[src/hw/rtl/assert_macros.svh]
// assertion macros for the rtl files that check their own behavior
`ifndef ASSERT_MACROS_SVH
`define ASSERT_MACROS_SVH

// property checked at every rising edge outside reset
`define ASSERT_SYNC(label, clk, rst, prop, msg) \
   label: assert property (@(posedge clk) disable iff (rst) prop) \
      else $error(msg);

// condition that must never be seen outside reset
`define ASSERT_NEVER(label, clk, rst, cond, msg) \
   `ASSERT_SYNC(label, clk, rst, !(cond), msg)

`endif

[src/hw/rtl/ops_pkg.sv]
// types and constants of the output pattern sequencer
package ops_pkg;

   localparam int OP_W    = 3;
   localparam int ADDR_W  = 6;
   localparam int CHAR_W  = 8;
   localparam int REF_W   = 16;
   localparam int SHIFT_W = 4;

   localparam logic [CHAR_W-1:0] CH_NUL   = 8'h00;
   localparam logic [CHAR_W-1:0] CH_SPACE = 8'h20;
   localparam logic [CHAR_W-1:0] CH_PLUS  = 8'h2B;
   localparam logic [CHAR_W-1:0] CH_MINUS = 8'h2D;
   localparam logic [CHAR_W-1:0] CH_ZERO  = 8'h30;
   localparam logic [CHAR_W-1:0] CH_NINE  = 8'h39;

   typedef enum logic [OP_W-1:0] {
      OP_TICK   = 3'd0,
      OP_START  = 3'd1,
      OP_SET    = 3'd2,
      OP_TOGGLE = 3'd3,
      OP_LOAD   = 3'd4
   } op_type;

   typedef enum logic [2:0] {
      PIN_HOLD,
      PIN_LEVEL,
      PIN_TOGGLE,
      PIN_HIGH,
      PIN_LOW
   } pin_op_type;

   typedef enum logic [2:0] {
      ST_IDLE,
      ST_FETCH_LEAD,
      ST_LEAD,
      ST_FETCH_DIGIT,
      ST_DIGIT,
      ST_ARM,
      ST_RESP
   } state_type;

   typedef struct packed {
      logic       cap_start;
      logic       write_mem;
      pin_op_type pin_op;
      logic       scan_from_read;
      logic       scan_inc;
      logic       shift_load;
      logic       read_commit;
      logic       read_rewind;
      logic       remain_dec;
      logic       remain_clear;
      logic       remain_arm;
      logic       active_set;
      logic       active_clear;
   } dp_cmd_type;

   typedef struct packed {
      logic is_end;
      logic is_space;
      logic is_plus;
      logic is_minus;
      logic is_digit;
      logic remain_le1;
      logic repeat_mode;
      logic active;
      logic pin;
   } dp_status_type;

endpackage

[src/hw/rtl/ops_if.sv]
// valid/ready channels for request and response beats
interface ops_req_if import ops_pkg::*; ();
   logic              valid;
   logic              ready;
   logic [OP_W-1:0]   op;
   logic              level;
   logic [ADDR_W-1:0] address;
   logic [CHAR_W-1:0] char_code;
   logic [REF_W-1:0]  reference_ticks;
   logic              repeat_flag;

   modport source (output valid, op, level, address, char_code, reference_ticks,
      repeat_flag, input ready);
   modport sink (input valid, op, level, address, char_code, reference_ticks,
      repeat_flag, output ready);
endinterface

interface ops_rsp_if;
   logic valid;
   logic ready;
   logic pin_level;
   logic running;

   modport source (output valid, pin_level, running, input ready);
   modport sink (input valid, pin_level, running, output ready);
endinterface

[src/hw/rtl/ops_dp.sv]
// datapath: pattern store, pointers, interval timer and pin register
module ops_dp import ops_pkg::*; #(
   parameter int PATTERN_DEPTH = 64,
   parameter int TICK_WIDTH    = 16
) (
   input  logic                clock,
   input  logic                reset,
   input  dp_cmd_type          cmd,
   input  logic                level,
   input  logic [ADDR_W-1:0]   address,
   input  logic [CHAR_W-1:0]   char_code,
   input  logic [REF_W-1:0]    reference_ticks,
   input  logic                repeat_flag,
   output dp_status_type       status
);

   localparam int AW  = $clog2(PATTERN_DEPTH);
   localparam int CW  = $clog2(PATTERN_DEPTH + 1);
   localparam int PW  = (CW > ADDR_W) ? CW : ADDR_W;

   logic [CHAR_W-1:0]     mem [PATTERN_DEPTH];
   logic [CHAR_W-1:0]     rd_ff;

   logic [PW-1:0]         start_ff, start_in;
   logic [PW-1:0]         read_ff, read_in;
   logic [PW-1:0]         scan_ff, scan_in;
   logic [SHIFT_W-1:0]    shift_ff, shift_in;
   logic [TICK_WIDTH-1:0] remain_ff, remain_in;
   logic [TICK_WIDTH-1:0] period_ff, period_in;
   logic                  pin_ff, pin_in;
   logic                  active_ff, active_in;
   logic                  repeat_ff, repeat_in;

   logic [PW-1:0]         addr_ext;
   logic                  addr_ok;
   logic                  scan_ok;

   assign addr_ext = PW'(address);
   assign addr_ok  = addr_ext < PW'(PATTERN_DEPTH);
   assign scan_ok  = scan_ff < PW'(PATTERN_DEPTH);

   // pattern store, one write port for loads and one registered read at the scan pointer
   always_ff @(posedge clock) begin
      if (cmd.write_mem && addr_ok) begin
         mem[addr_ext[AW-1:0]] <= char_code;
      end
      if (scan_ok) begin
         rd_ff <= mem[scan_ff[AW-1:0]];
      end
   end

   always_comb begin
      start_in  = start_ff;
      read_in   = read_ff;
      scan_in   = scan_ff;
      shift_in  = shift_ff;
      remain_in = remain_ff;
      period_in = period_ff;
      pin_in    = pin_ff;
      active_in = active_ff;
      repeat_in = repeat_ff;

      if (cmd.cap_start) begin
         start_in  = addr_ext;
         read_in   = addr_ext;
         scan_in   = addr_ext;
         period_in = TICK_WIDTH'(reference_ticks);
         repeat_in = repeat_flag;
      end
      if (cmd.scan_from_read) begin
         scan_in = read_ff;
      end
      if (cmd.scan_inc) begin
         scan_in = scan_ff + PW'(1);
      end
      // digit characters carry their value in the low nibble
      if (cmd.shift_load) begin
         shift_in = rd_ff[SHIFT_W-1:0];
      end
      if (cmd.read_commit) begin
         read_in = scan_in;
      end
      if (cmd.read_rewind) begin
         read_in = start_ff;
      end
      if (cmd.remain_dec) begin
         remain_in = remain_ff - TICK_WIDTH'(1);
      end
      if (cmd.remain_clear) begin
         remain_in = '0;
      end
      if (cmd.remain_arm) begin
         remain_in = period_ff >> shift_ff;
      end
      if (cmd.active_set) begin
         active_in = 1'b1;
      end
      if (cmd.active_clear) begin
         active_in = 1'b0;
      end

      unique case (cmd.pin_op)
         PIN_HOLD:   pin_in = pin_ff;
         PIN_LEVEL:  pin_in = level;
         PIN_TOGGLE: pin_in = ~pin_ff;
         PIN_HIGH:   pin_in = 1'b1;
         PIN_LOW:    pin_in = 1'b0;
         default:    pin_in = pin_ff;
      endcase
   end

   always_ff @(posedge clock) begin
      if (reset) begin
         start_ff  <= '0;
         read_ff   <= '0;
         scan_ff   <= '0;
         shift_ff  <= '0;
         remain_ff <= '0;
         period_ff <= '0;
         pin_ff    <= 1'b0;
         active_ff <= 1'b0;
         repeat_ff <= 1'b0;
      end else begin
         start_ff  <= start_in;
         read_ff   <= read_in;
         scan_ff   <= scan_in;
         shift_ff  <= shift_in;
         remain_ff <= remain_in;
         period_ff <= period_in;
         pin_ff    <= pin_in;
         active_ff <= active_in;
         repeat_ff <= repeat_in;
      end
   end

   always_comb begin
      status.is_end      = !scan_ok || (rd_ff == CH_NUL);
      status.is_space    = rd_ff == CH_SPACE;
      status.is_plus     = rd_ff == CH_PLUS;
      status.is_minus    = rd_ff == CH_MINUS;
      status.is_digit    = (rd_ff >= CH_ZERO) && (rd_ff <= CH_NINE);
      status.remain_le1  = remain_ff <= TICK_WIDTH'(1);
      status.repeat_mode = repeat_ff;
      status.active      = active_ff;
      status.pin         = pin_ff;
   end

endmodule

[src/hw/rtl/ops_ctrl.sv]
// controller: handshakes, op decode and the token parsing sequence
module ops_ctrl import ops_pkg::*; (
   input  logic            clock,
   input  logic            reset,
   input  logic            req_valid,
   input  logic [OP_W-1:0] req_op,
   output logic            req_ready,
   output logic            rsp_valid,
   input  logic            rsp_ready,
   input  dp_status_type   status,
   output dp_cmd_type      cmd
);

   state_type state_ff, state_in;
   op_type    op;

   assign op = op_type'(req_op);

   always_ff @(posedge clock) begin
      if (reset) begin
         state_ff <= ST_IDLE;
      end else begin
         state_ff <= state_in;
      end
   end

   always_comb begin
      state_in  = state_ff;
      cmd       = '0;
      req_ready = 1'b0;
      rsp_valid = 1'b0;

      unique case (state_ff)
         ST_IDLE: begin
            req_ready = 1'b1;
            if (req_valid) begin
               state_in = ST_RESP;
               unique case (op)
                  OP_TICK: begin
                     if (status.active && status.remain_le1) begin
                        cmd.remain_clear   = 1'b1;
                        cmd.scan_from_read = 1'b1;
                        state_in           = ST_FETCH_LEAD;
                     end else if (status.active) begin
                        cmd.remain_dec = 1'b1;
                     end
                  end
                  OP_START: begin
                     cmd.cap_start    = 1'b1;
                     cmd.active_clear = 1'b1;
                     state_in         = ST_FETCH_LEAD;
                  end
                  OP_SET: begin
                     cmd.pin_op       = PIN_LEVEL;
                     cmd.active_clear = 1'b1;
                  end
                  OP_TOGGLE: begin
                     cmd.pin_op       = PIN_TOGGLE;
                     cmd.active_clear = 1'b1;
                  end
                  OP_LOAD: begin
                     cmd.write_mem = 1'b1;
                  end
                  default: begin
                  end
               endcase
            end
         end
         ST_FETCH_LEAD: begin
            state_in = ST_LEAD;
         end
         ST_LEAD: begin
            priority if (status.is_end) begin
               cmd.read_rewind = 1'b1;
               if (status.repeat_mode) begin
                  state_in = ST_ARM;
               end else begin
                  cmd.active_clear = 1'b1;
                  state_in         = ST_RESP;
               end
            end else if (status.is_space) begin
               cmd.scan_inc = 1'b1;
               state_in     = ST_FETCH_LEAD;
            end else if (status.is_plus || status.is_minus) begin
               cmd.pin_op   = status.is_plus ? PIN_HIGH : PIN_LOW;
               cmd.scan_inc = 1'b1;
               state_in     = ST_FETCH_DIGIT;
            end else begin
               // no level mark: the same character may still be a digit
               state_in = ST_DIGIT;
            end
         end
         ST_FETCH_DIGIT: begin
            state_in = ST_DIGIT;
         end
         ST_DIGIT: begin
            if (status.is_end) begin
               cmd.read_rewind = 1'b1;
               if (status.repeat_mode) begin
                  state_in = ST_ARM;
               end else begin
                  cmd.active_clear = 1'b1;
                  state_in         = ST_RESP;
               end
            end else begin
               cmd.shift_load  = status.is_digit;
               cmd.scan_inc    = status.is_digit;
               cmd.read_commit = 1'b1;
               state_in        = ST_ARM;
            end
         end
         ST_ARM: begin
            cmd.remain_arm = 1'b1;
            cmd.active_set = 1'b1;
            state_in       = ST_RESP;
         end
         ST_RESP: begin
            rsp_valid = 1'b1;
            if (rsp_ready) begin
               state_in = ST_IDLE;
            end
         end
         default: begin
            state_in = ST_IDLE;
         end
      endcase
   end

endmodule

[src/hw/rtl/output_pattern_sequencer_top.sv]
// top level of the output pattern sequencer
// Drives one pin from a character pattern held in a PATTERN_DEPTH-entry store. Each
// request beat yields exactly one response beat with the pin level and the running flag.
// One beat is handled at a time. Ticks that do not end an interval, set, toggle and load
// beats offer their response the cycle after acceptance. A start beat, or a tick that
// ends an interval, parses one token from the store: the single read port delivers one
// character per fetch state, so the response waits until the leading spaces, the level
// mark and the digit have been read, longest when spaces run to the end of the store.
// A new request is accepted the cycle after the response is taken.
module output_pattern_sequencer_top import ops_pkg::*; #(
   parameter int PATTERN_DEPTH = 64,
   parameter int TICK_WIDTH    = 16
) (
   input  logic       clock,
   input  logic       reset,
   ops_req_if.sink    req_chan,
   ops_rsp_if.source  rsp_chan
);

   `include "assert_macros.svh"

   dp_cmd_type    cmd;
   dp_status_type status;
   logic          req_beat;
   logic          rsp_beat;

   ops_ctrl u_ctrl (
      .clock     (clock),
      .reset     (reset),
      .req_valid (req_chan.valid),
      .req_op    (req_chan.op),
      .req_ready (req_chan.ready),
      .rsp_valid (rsp_chan.valid),
      .rsp_ready (rsp_chan.ready),
      .status    (status),
      .cmd       (cmd)
   );

   ops_dp #(
      .PATTERN_DEPTH (PATTERN_DEPTH),
      .TICK_WIDTH    (TICK_WIDTH)
   ) u_dp (
      .clock           (clock),
      .reset           (reset),
      .cmd             (cmd),
      .level           (req_chan.level),
      .address         (req_chan.address),
      .char_code       (req_chan.char_code),
      .reference_ticks (req_chan.reference_ticks),
      .repeat_flag     (req_chan.repeat_flag),
      .status          (status)
   );

   assign rsp_chan.pin_level = status.pin;
   assign rsp_chan.running   = status.active;

   assign req_beat = req_chan.valid && req_chan.ready;
   assign rsp_beat = rsp_chan.valid && rsp_chan.ready;

   `ASSERT_NEVER(a_one_side_open, clock, reset, req_chan.ready && rsp_chan.valid, "both open")
   `ASSERT_SYNC(a_busy_after_accept, clock, reset, req_beat |=> !req_chan.ready, "overrun")
   `ASSERT_SYNC(a_idle_after_rsp, clock, reset, rsp_beat |=> req_chan.ready, "stuck after rsp")
   `ASSERT_NEVER(a_arm_and_stop, clock, reset, cmd.active_set && cmd.active_clear, "arm and stop")

endmodule

[src/flat_wrapper.sv]
// flat-port wrapper written by rule: the top's interface ports become plain ports
module output_pattern_sequencer_top_flat import ops_pkg::*;
#(
   parameter int PATTERN_DEPTH = 64,
   parameter int TICK_WIDTH    = 16
)
  (clock, reset, req_chan_valid, req_chan_op, req_chan_level, req_chan_address, req_chan_char_code, req_chan_reference_ticks, req_chan_repeat_flag, req_chan_ready, rsp_chan_valid, rsp_chan_pin_level, rsp_chan_running, rsp_chan_ready);
  ops_req_if req_chan_i ();
  ops_rsp_if rsp_chan_i ();
  input  logic clock;
  input  logic reset;
  input wire logic [$bits(req_chan_i.valid)-1:0] req_chan_valid;
  input wire logic [$bits(req_chan_i.op)-1:0] req_chan_op;
  input wire logic [$bits(req_chan_i.level)-1:0] req_chan_level;
  input wire logic [$bits(req_chan_i.address)-1:0] req_chan_address;
  input wire logic [$bits(req_chan_i.char_code)-1:0] req_chan_char_code;
  input wire logic [$bits(req_chan_i.reference_ticks)-1:0] req_chan_reference_ticks;
  input wire logic [$bits(req_chan_i.repeat_flag)-1:0] req_chan_repeat_flag;
  output wire logic [$bits(req_chan_i.ready)-1:0] req_chan_ready;
  output wire logic [$bits(rsp_chan_i.valid)-1:0] rsp_chan_valid;
  output wire logic [$bits(rsp_chan_i.pin_level)-1:0] rsp_chan_pin_level;
  output wire logic [$bits(rsp_chan_i.running)-1:0] rsp_chan_running;
  input wire logic [$bits(rsp_chan_i.ready)-1:0] rsp_chan_ready;
  assign req_chan_i.valid = req_chan_valid;
  assign req_chan_i.op = req_chan_op;
  assign req_chan_i.level = req_chan_level;
  assign req_chan_i.address = req_chan_address;
  assign req_chan_i.char_code = req_chan_char_code;
  assign req_chan_i.reference_ticks = req_chan_reference_ticks;
  assign req_chan_i.repeat_flag = req_chan_repeat_flag;
  assign req_chan_ready = req_chan_i.ready;
  assign rsp_chan_valid = rsp_chan_i.valid;
  assign rsp_chan_pin_level = rsp_chan_i.pin_level;
  assign rsp_chan_running = rsp_chan_i.running;
  assign rsp_chan_i.ready = rsp_chan_ready;
  output_pattern_sequencer_top #(.PATTERN_DEPTH(PATTERN_DEPTH), .TICK_WIDTH(TICK_WIDTH)) u_core (.clock(clock), .reset(reset), .req_chan(req_chan_i), .rsp_chan(rsp_chan_i));
endmodule
[config.mk]
export PLATFORM = sky130hd
export DESIGN_NAME = output_pattern_sequencer_top_flat
export DESIGN_NICKNAME = d
export VERILOG_FILES = /design/src/hw/rtl/ops_pkg.sv /design/src/hw/rtl/ops_if.sv /design/src/hw/rtl/ops_dp.sv /design/src/hw/rtl/ops_ctrl.sv /design/src/hw/rtl/output_pattern_sequencer_top.sv /design/src/flat_wrapper.sv
export VERILOG_INCLUDE_DIRS = /design/src /design/src/hw/rtl
export SDC_FILE = /design/constraint.sdc
export NUM_CORES = 1
export LEC_CHECK = 0
export BUFFER_PORTS_ARGS = -buffer_cell sky130_fd_sc_hd__buf_4
export CAP_MARGIN = 30
export CORE_ASPECT_RATIO = 0.75
export CORE_MARGIN = 2
export CORE_UTILIZATION = 36
export DETAILED_ROUTE_END_ITERATION = 7
export GPL_TIMING_DRIVEN = 0
export PLACE_DENSITY = 0.58
export SLEW_MARGIN = 0
export SYNTH_ARGS = -nofsm -noshare
export SYNTH_HDL_FRONTEND = slang
export SYNTH_SLANG_ARGS = --single-unit
[constraint.sdc]
create_clock -name clock -period 5.9 [get_ports clock]
set_input_delay 1.18 -clock clock [delete_from_list [all_inputs] [get_ports clock]]
set_output_delay 1.18 -clock clock [all_outputs]
set_load 0.03 [all_outputs]
---- After elaboration in Yosys (flattened, before gate mapping) ----
Memory sizes are Yosys's and may differ from the RTL's. A register that Yosys moved wholly into a read port is not among the register bits.
Index checks and enable logic that the tools add are counted.
word-level totals
  register bits ........................... 62
  bits in writable memories ............... 512
  logic and storage cells ................. 111
  memories ................................ 1
memories
  memory           words  width  rd ports  clocked after Yosys merged registers in  write ports  line          RTL
  u_core.u_dp.mem  64     8      1         1                                        1            ops_dp.sv:21  logic [CHAR_W-1:0] mem [PATTERN_DEPTH];
cells by class
  add/subtract/negate cells ............... 2
  magnitude comparators ................... 5
  eq/ne operators ......................... 19
  shifts and indexed selects .............. 1
  mux-type cells .......................... 56
  bitwise gates (word level) .............. 1
  reductions and logical operators ........ 16
operator list
  kind                                                                                  number
  16-bit 2-to-1 mux                                                                     3
  7-bit 2-to-1 mux                                                                      6
  3-bit 2-to-1 mux                                                                      12
  8-bit by 6-bit equality test with 1-bit output (second input constant)                3
  3-bit case mux with 7 select lines                                                    1
  1-bit 2-to-1 mux                                                                      20
  3-bit by 2-bit equality test with 1-bit output (second input constant)                6
  16-bit by 1-bit <= comparator with 1-bit output (second input constant)               1
  16-bit by 4-bit right shift with 16-bit output                                        1
  16-bit by 1-bit subtractor with 16-bit output (second input constant)                 1
  3-bit equality test (second input constant)                                           5
  2-bit 2-to-1 mux                                                                      7
  3-bit case mux with 2 select lines                                                    2
  3-bit by 1-bit equality test with 1-bit output (second input constant)                3
  8-bit by 6-bit greater-or-equal comparator with 1-bit output (second input constant)  1
  8-bit by 6-bit <= comparator with 1-bit output (second input constant)                1
  8-bit zero test                                                                       1
  7-bit by 1-bit adder with 7-bit output (second input constant)                        1
  6-bit by 7-bit less-than comparator with 1-bit output (second input constant)         1
  7-bit less-than comparator (second input constant)                                    1
  3-bit zero test                                                                       2
  6-bit 2-to-1 mux                                                                      1
  3-bit nonzero test                                                                    2
  2-bit inequality test (second input constant)                                         2
  other kinds (11)                                                                      16

---- Logic depth before layout (Yosys ltp) ----
  depth in word-level cells ............... 11
  gate-level depth with buffers ........... 8

---- Cells and area by module ----
Synthesis repeated with hierarchy kept, for this count alone.
unflattened totals
  cell total of the unflattened synthesis .. 1404
  area total of the unflattened synthesis .. 24238.2 um^2
modules (own cells, without submodules)
  module    times used  cells each  area each (um^2)
  ops_dp    1           1339        23791.6
  ops_ctrl  1           65          446.7

---- Worst setup path after synthesis ----
OpenSTA, ideal clock, no wires.
  kind .................................... input-to-reg
  start point ............................. in req_chan_op[1]
  end point ............................... reg u_core.u_dp.remain_ff[4]
  setup time .............................. 128 ps
  arrival time ............................ 2783 ps
  data required time ...................... 5772 ps
  slack ................................... 2990 ps
  stages on the path ...................... 7
  path buffers ............................ 1
  path through ............................ nor4b_2 -> nand2_1 -> or3_1 -> buf_6 -> a31o_2 -> a221oi_1 -> nor2_1
between the ends
  longest elaborated chain between the ends .. 6
ends and longest elaborated chain
  what                  line                RTL
  start, declared       flat_wrapper.sv:13  input wire logic [$bits(req_chan_i.op)-1:0] req_chan_op;
  3-bit zero test *     ops_ctrl.sv:38      unique case (op)
  2-bit 2-to-1 mux *    ops_ctrl.sv:38
  2-bit 2-to-1 mux *    ops_ctrl.sv:36      if (req_valid) begin
  2-bit 2-to-1 mux *    ops_ctrl.sv:33      unique case (state_ff)
  16-bit 2-to-1 mux     ops_dp.sv:89        if (cmd.remain_clear) begin
  16-bit 2-to-1 mux     ops_dp.sv:92        if (cmd.remain_arm) begin
  end signal, assigned  ops_dp.sv:128       remain_ff <= remain_in;
  end, declared         ops_dp.sv:28        logic [TICK_WIDTH-1:0] remain_ff, remain_in;
Mark *: on every way between the ends. The rest lies on a longest branch, timed or not.
A chain may end at the register's enable or synchronous reset.

---- Worst setup path after layout ----
  start point ............................. reg u_core.u_dp.scan_ff[1]
  end point ............................... reg u_core.u_dp.rd_ff[4] (read register of u_core.u_dp.mem) (data pin)
between the ends
  longest elaborated chain between the ends .. 1
ends and longest elaborated chain
  what                        line           RTL
  start, declared             ops_dp.sv:26   logic [PW-1:0] scan_ff, scan_in;
  start signal, assigned      ops_dp.sv:126  scan_ff <= scan_in;
  7-bit less-than comparator  ops_dp.sv:40   assign scan_ok = scan_ff < PW'(PATTERN_DEPTH);
  end, declared               ops_dp.sv:22   logic [CHAR_W-1:0] rd_ff;
Several ways; a longest one is shown, not always the timed one.

==> reports/results.ini <==
[outcome]
status=finished, final reports clean

[setup_path]
rr_worst_depth=8
cp_data_required_time_ns=6.21
setup.worst_path.start_class=flop
cp.arrival_ns=4.22
cpPeakStageDelay_ns=0.71
worst-setup-path-type=flop to flop
path_cells=clkbuf_1, clkbuf_1, buf_1, mux4_2, a22oi_1, nand2_1, a22oi_1, o221ai_1
rrSetupSlack_ns=2.00
end_kind=flop
reg2reg_from=u_core.u_dp.scan_ff[1]
critPathMaxFanout=10
crit_start=u_core.u_dp.scan_ff[1]
cpMaxStageDelayCell=buf_1

[floorplan]
die_x_um=300
pin_count=43
design.die.area_um2=68000
row_count=81
start_util=0.364
die_h_um=226
coreArea_um2=65200

[synthesis]
ys_ff_latch=582
synth_area_um2=23700
synthTopCellsByArea=edfxtp_1 (66%), mux4_2 (13%), dfxtp_1 (5.2%), nor2_1 (1.9%), nand2_1 (1.7%)
syn_inst=1388
ys_seq_area_frac=0.711
syn_area_per_cell_um2=17.1
synth_warnings=0
async_reset_ff_frac=0
ys_types=70
yosys.area.top_type=edfxtp_1
synth_edf_count=520
yosys.area.top_type_share=0.658
ys.flop_type=edfxtp_1
syn-num-nets=1430

[sta]
rsz0062_at_grt=no
worst_pin_slew_ns=1.03
tns_ns=0
relSlewSlack=0.310
maxSlewViolCount=0
min_period_ns=3.90
setup_violations=0
final-hold-violation-count=0
hold-worst-slack_ns=0.465
clock_skew_ns=0.0233
max_freq_mhz=256
min_period_over_period=0.661

[grt]
antenna_found_initial=1
grt_pass1_vias=13400
grt_util_all_layers=0.180
grt_max_degree=65
grt-ovfl-total=0
grt_pass1_wl_mm=89.1

[power]
vdd_drop_max_mv=0.251
p_leak_nw=8.26
p_per_area_nw_per_um2=347
power.total_mw=9.38

[routing]
drc_errors=0
wire_per_inst_um=25.3
drt_iter0_drc=1618
drtPass1Iterations=5
vias_per_cell=5.67
drt_wl_total_mm=60.9
drtAntennaViolNets=0
vias=13700

[clock_network]
cts_tree=built
cts.clk_slew.worst_paths_ns=0.06
cts_buffers=58
cts-htree-levels=2
ctsResizeCount=0
clock_path_buffers=3
root_buffer=clkbuf_16
clock_sink_count=582
post_cts_buffers=0
cts-hold-fix-buffers=0
worstSkewPairLatency_ns=0.63

[min_path]
worstHoldStart=u_core.u_dp.start_ff[5]
hold_depth=2
hp-class=flop to flop

[place]
dpl.hpwl_mm=39.5
gp_congestion=0.889
place_area_um2=25100
portBuffers=42

[finish]
regArea_um2=16900
post-route-util=0.414
layout-drive-gt1-share=0.191
fin_nets=1533
multi_input_area_um2=6490
fillers=5794
num_antenna_cells=0
synthToLayoutAreaGrowth_pct=13.8
fin_area_um2=27000

[flow_run]
drv_cap=0

[state kept, by name, summed over array words and instances (netlist names)]
register	count
u_core.u_dp.mem	512
u_core.u_ctrl.state_ff	3
u_core.u_dp.period_ff	16
u_core.u_dp.read_ff	7
u_core.u_dp.start_ff	6
u_core.u_dp.active_ff	1
u_core.u_dp.repeat_ff	1
u_core.u_dp.pin_ff	1
u_core.u_dp.rd_ff	8
u_core.u_dp.remain_ff	16
u_core.u_dp.scan_ff	7
u_core.u_dp.shift_ff	4
[critical path: cells and delay by family, from the launching register on]
kind | cells | cell delay (ns)
flip-flops | 1 | 0.34
buffers and inverters | 3 | 1.69
multiplexers | 1 | 0.43
AO/OA/AOI/OAI | 3 | 0.94
AND/OR/NAND/NOR | 1 | 0.20
[cell usage in the layout, fill, tap and decap left out, types with 8 or more instances in the layout]
cell type	count
a221oi_1	19
edfxtp_1	520
clkinv_2	11
clkinv_1	10
nand3_1	8
nor4_1	10
o21ai_0	23
a211oi_1	9
buf_2	13
a22o_1	16
clkbuf_16	59
dfxtp_1	62
nor3_1	19
o221ai_1	15
clkbuf_1	68
buf_1	16
mux2i_1	33
mux4_2	134
a21oi_1	51
buf_4	42
nor2_1	119
nand2_1	108
nor2b_1	10
inv_1	8
a22oi_1	48
[power breakdown]
part	switching, mW	internal [mW]	leakage (nW)
Clock	1.57	2.06	0.896
Sequential	0.0731	4.56	5.19
Combinational	0.724	0.402	2.18
Total	2.36	7.02	8.26
[metal layers]
| layer | part of all wire | vias up | track usage | routed length [um] |
|---|---|---|---|---|
| met5 | 0.00020 | - | 0 | 12 |
| met4 | 0.018 | 2 | 0.0442 | 1120 |
| met3 | 0.094 | 82 | 0.0471 | 5730 |
| met2 | 0.43 | 572 | 0.256 | 26200 |
| met1 | 0.46 | 7171 | 0.272 | 27800 |
| li1 | - | 5836 | - | - |
[cells in the mapped netlist (5+ instances only)]
library cell / count
o21ai_0: 23
a221oi_1: 19
nor3_1: 19
nand3_1: 8
nor4_1: 10
nand4_1: 5
buf_1: 16
nor2b_1: 10
edfxtp_1: 520
dfxtp_1: 62
mux4_2: 134
nand2b_1: 6
nand2_1: 108
or3_1: 6
nand3b_1: 5
nor2_1: 119
mux2i_1: 33
a211oi_1: 9
a21oi_1: 51
buf_2: 13
xor2_1: 5
clkbuf_1: 54
o221ai_1: 15
a22o_1: 16
a22oi_1: 48
inv_1: 8
[logic make-up (layout without fill, tap and decap cells)]
logic type                 count (synthesis)  count (layout)  synth area share
xor gates and xnor gates                   7               7           0.00259
buffers and inverters                     92             243            0.0156
DFF                                      582             582             0.711
adders and majority gates                  3               3           0.00158
muxes                                    168             168             0.142
and+or+nand+nor                          317             317            0.0610
AOI/OAI and AO/OA                        219             219            0.0668
[through the flow]
step                cells  setup WS (ns)
floorplan            1388           2.99
global placement     2301           1.71
detailed placement   2302           1.68
CTS                  2410           2.02
global route         2410           1.93
finish               2410           2.00
[final timing paths]
path | to
worst min-delay path | u_core.u_dp.start_ff[5]
worst min register to register | u_core.u_dp.start_ff[5]
worst max-delay path | u_core.u_dp.rd_ff[4]
worst max register to register | u_core.u_dp.rd_ff[4]
[layout make-up]
type,count,area share
Sequential cell,582,0.624
Tap cell,871,0.0404
Clock inverter,35,0.0121
Clock buffer,73,0.0566
Timing Repair Buffer,43,0.0122
Buffer,84,0.0126
Inverter,8,0.00111
Multi-Input combinational cell,714,0.240
Note: power is estimated with default switching activity, not from simulation.
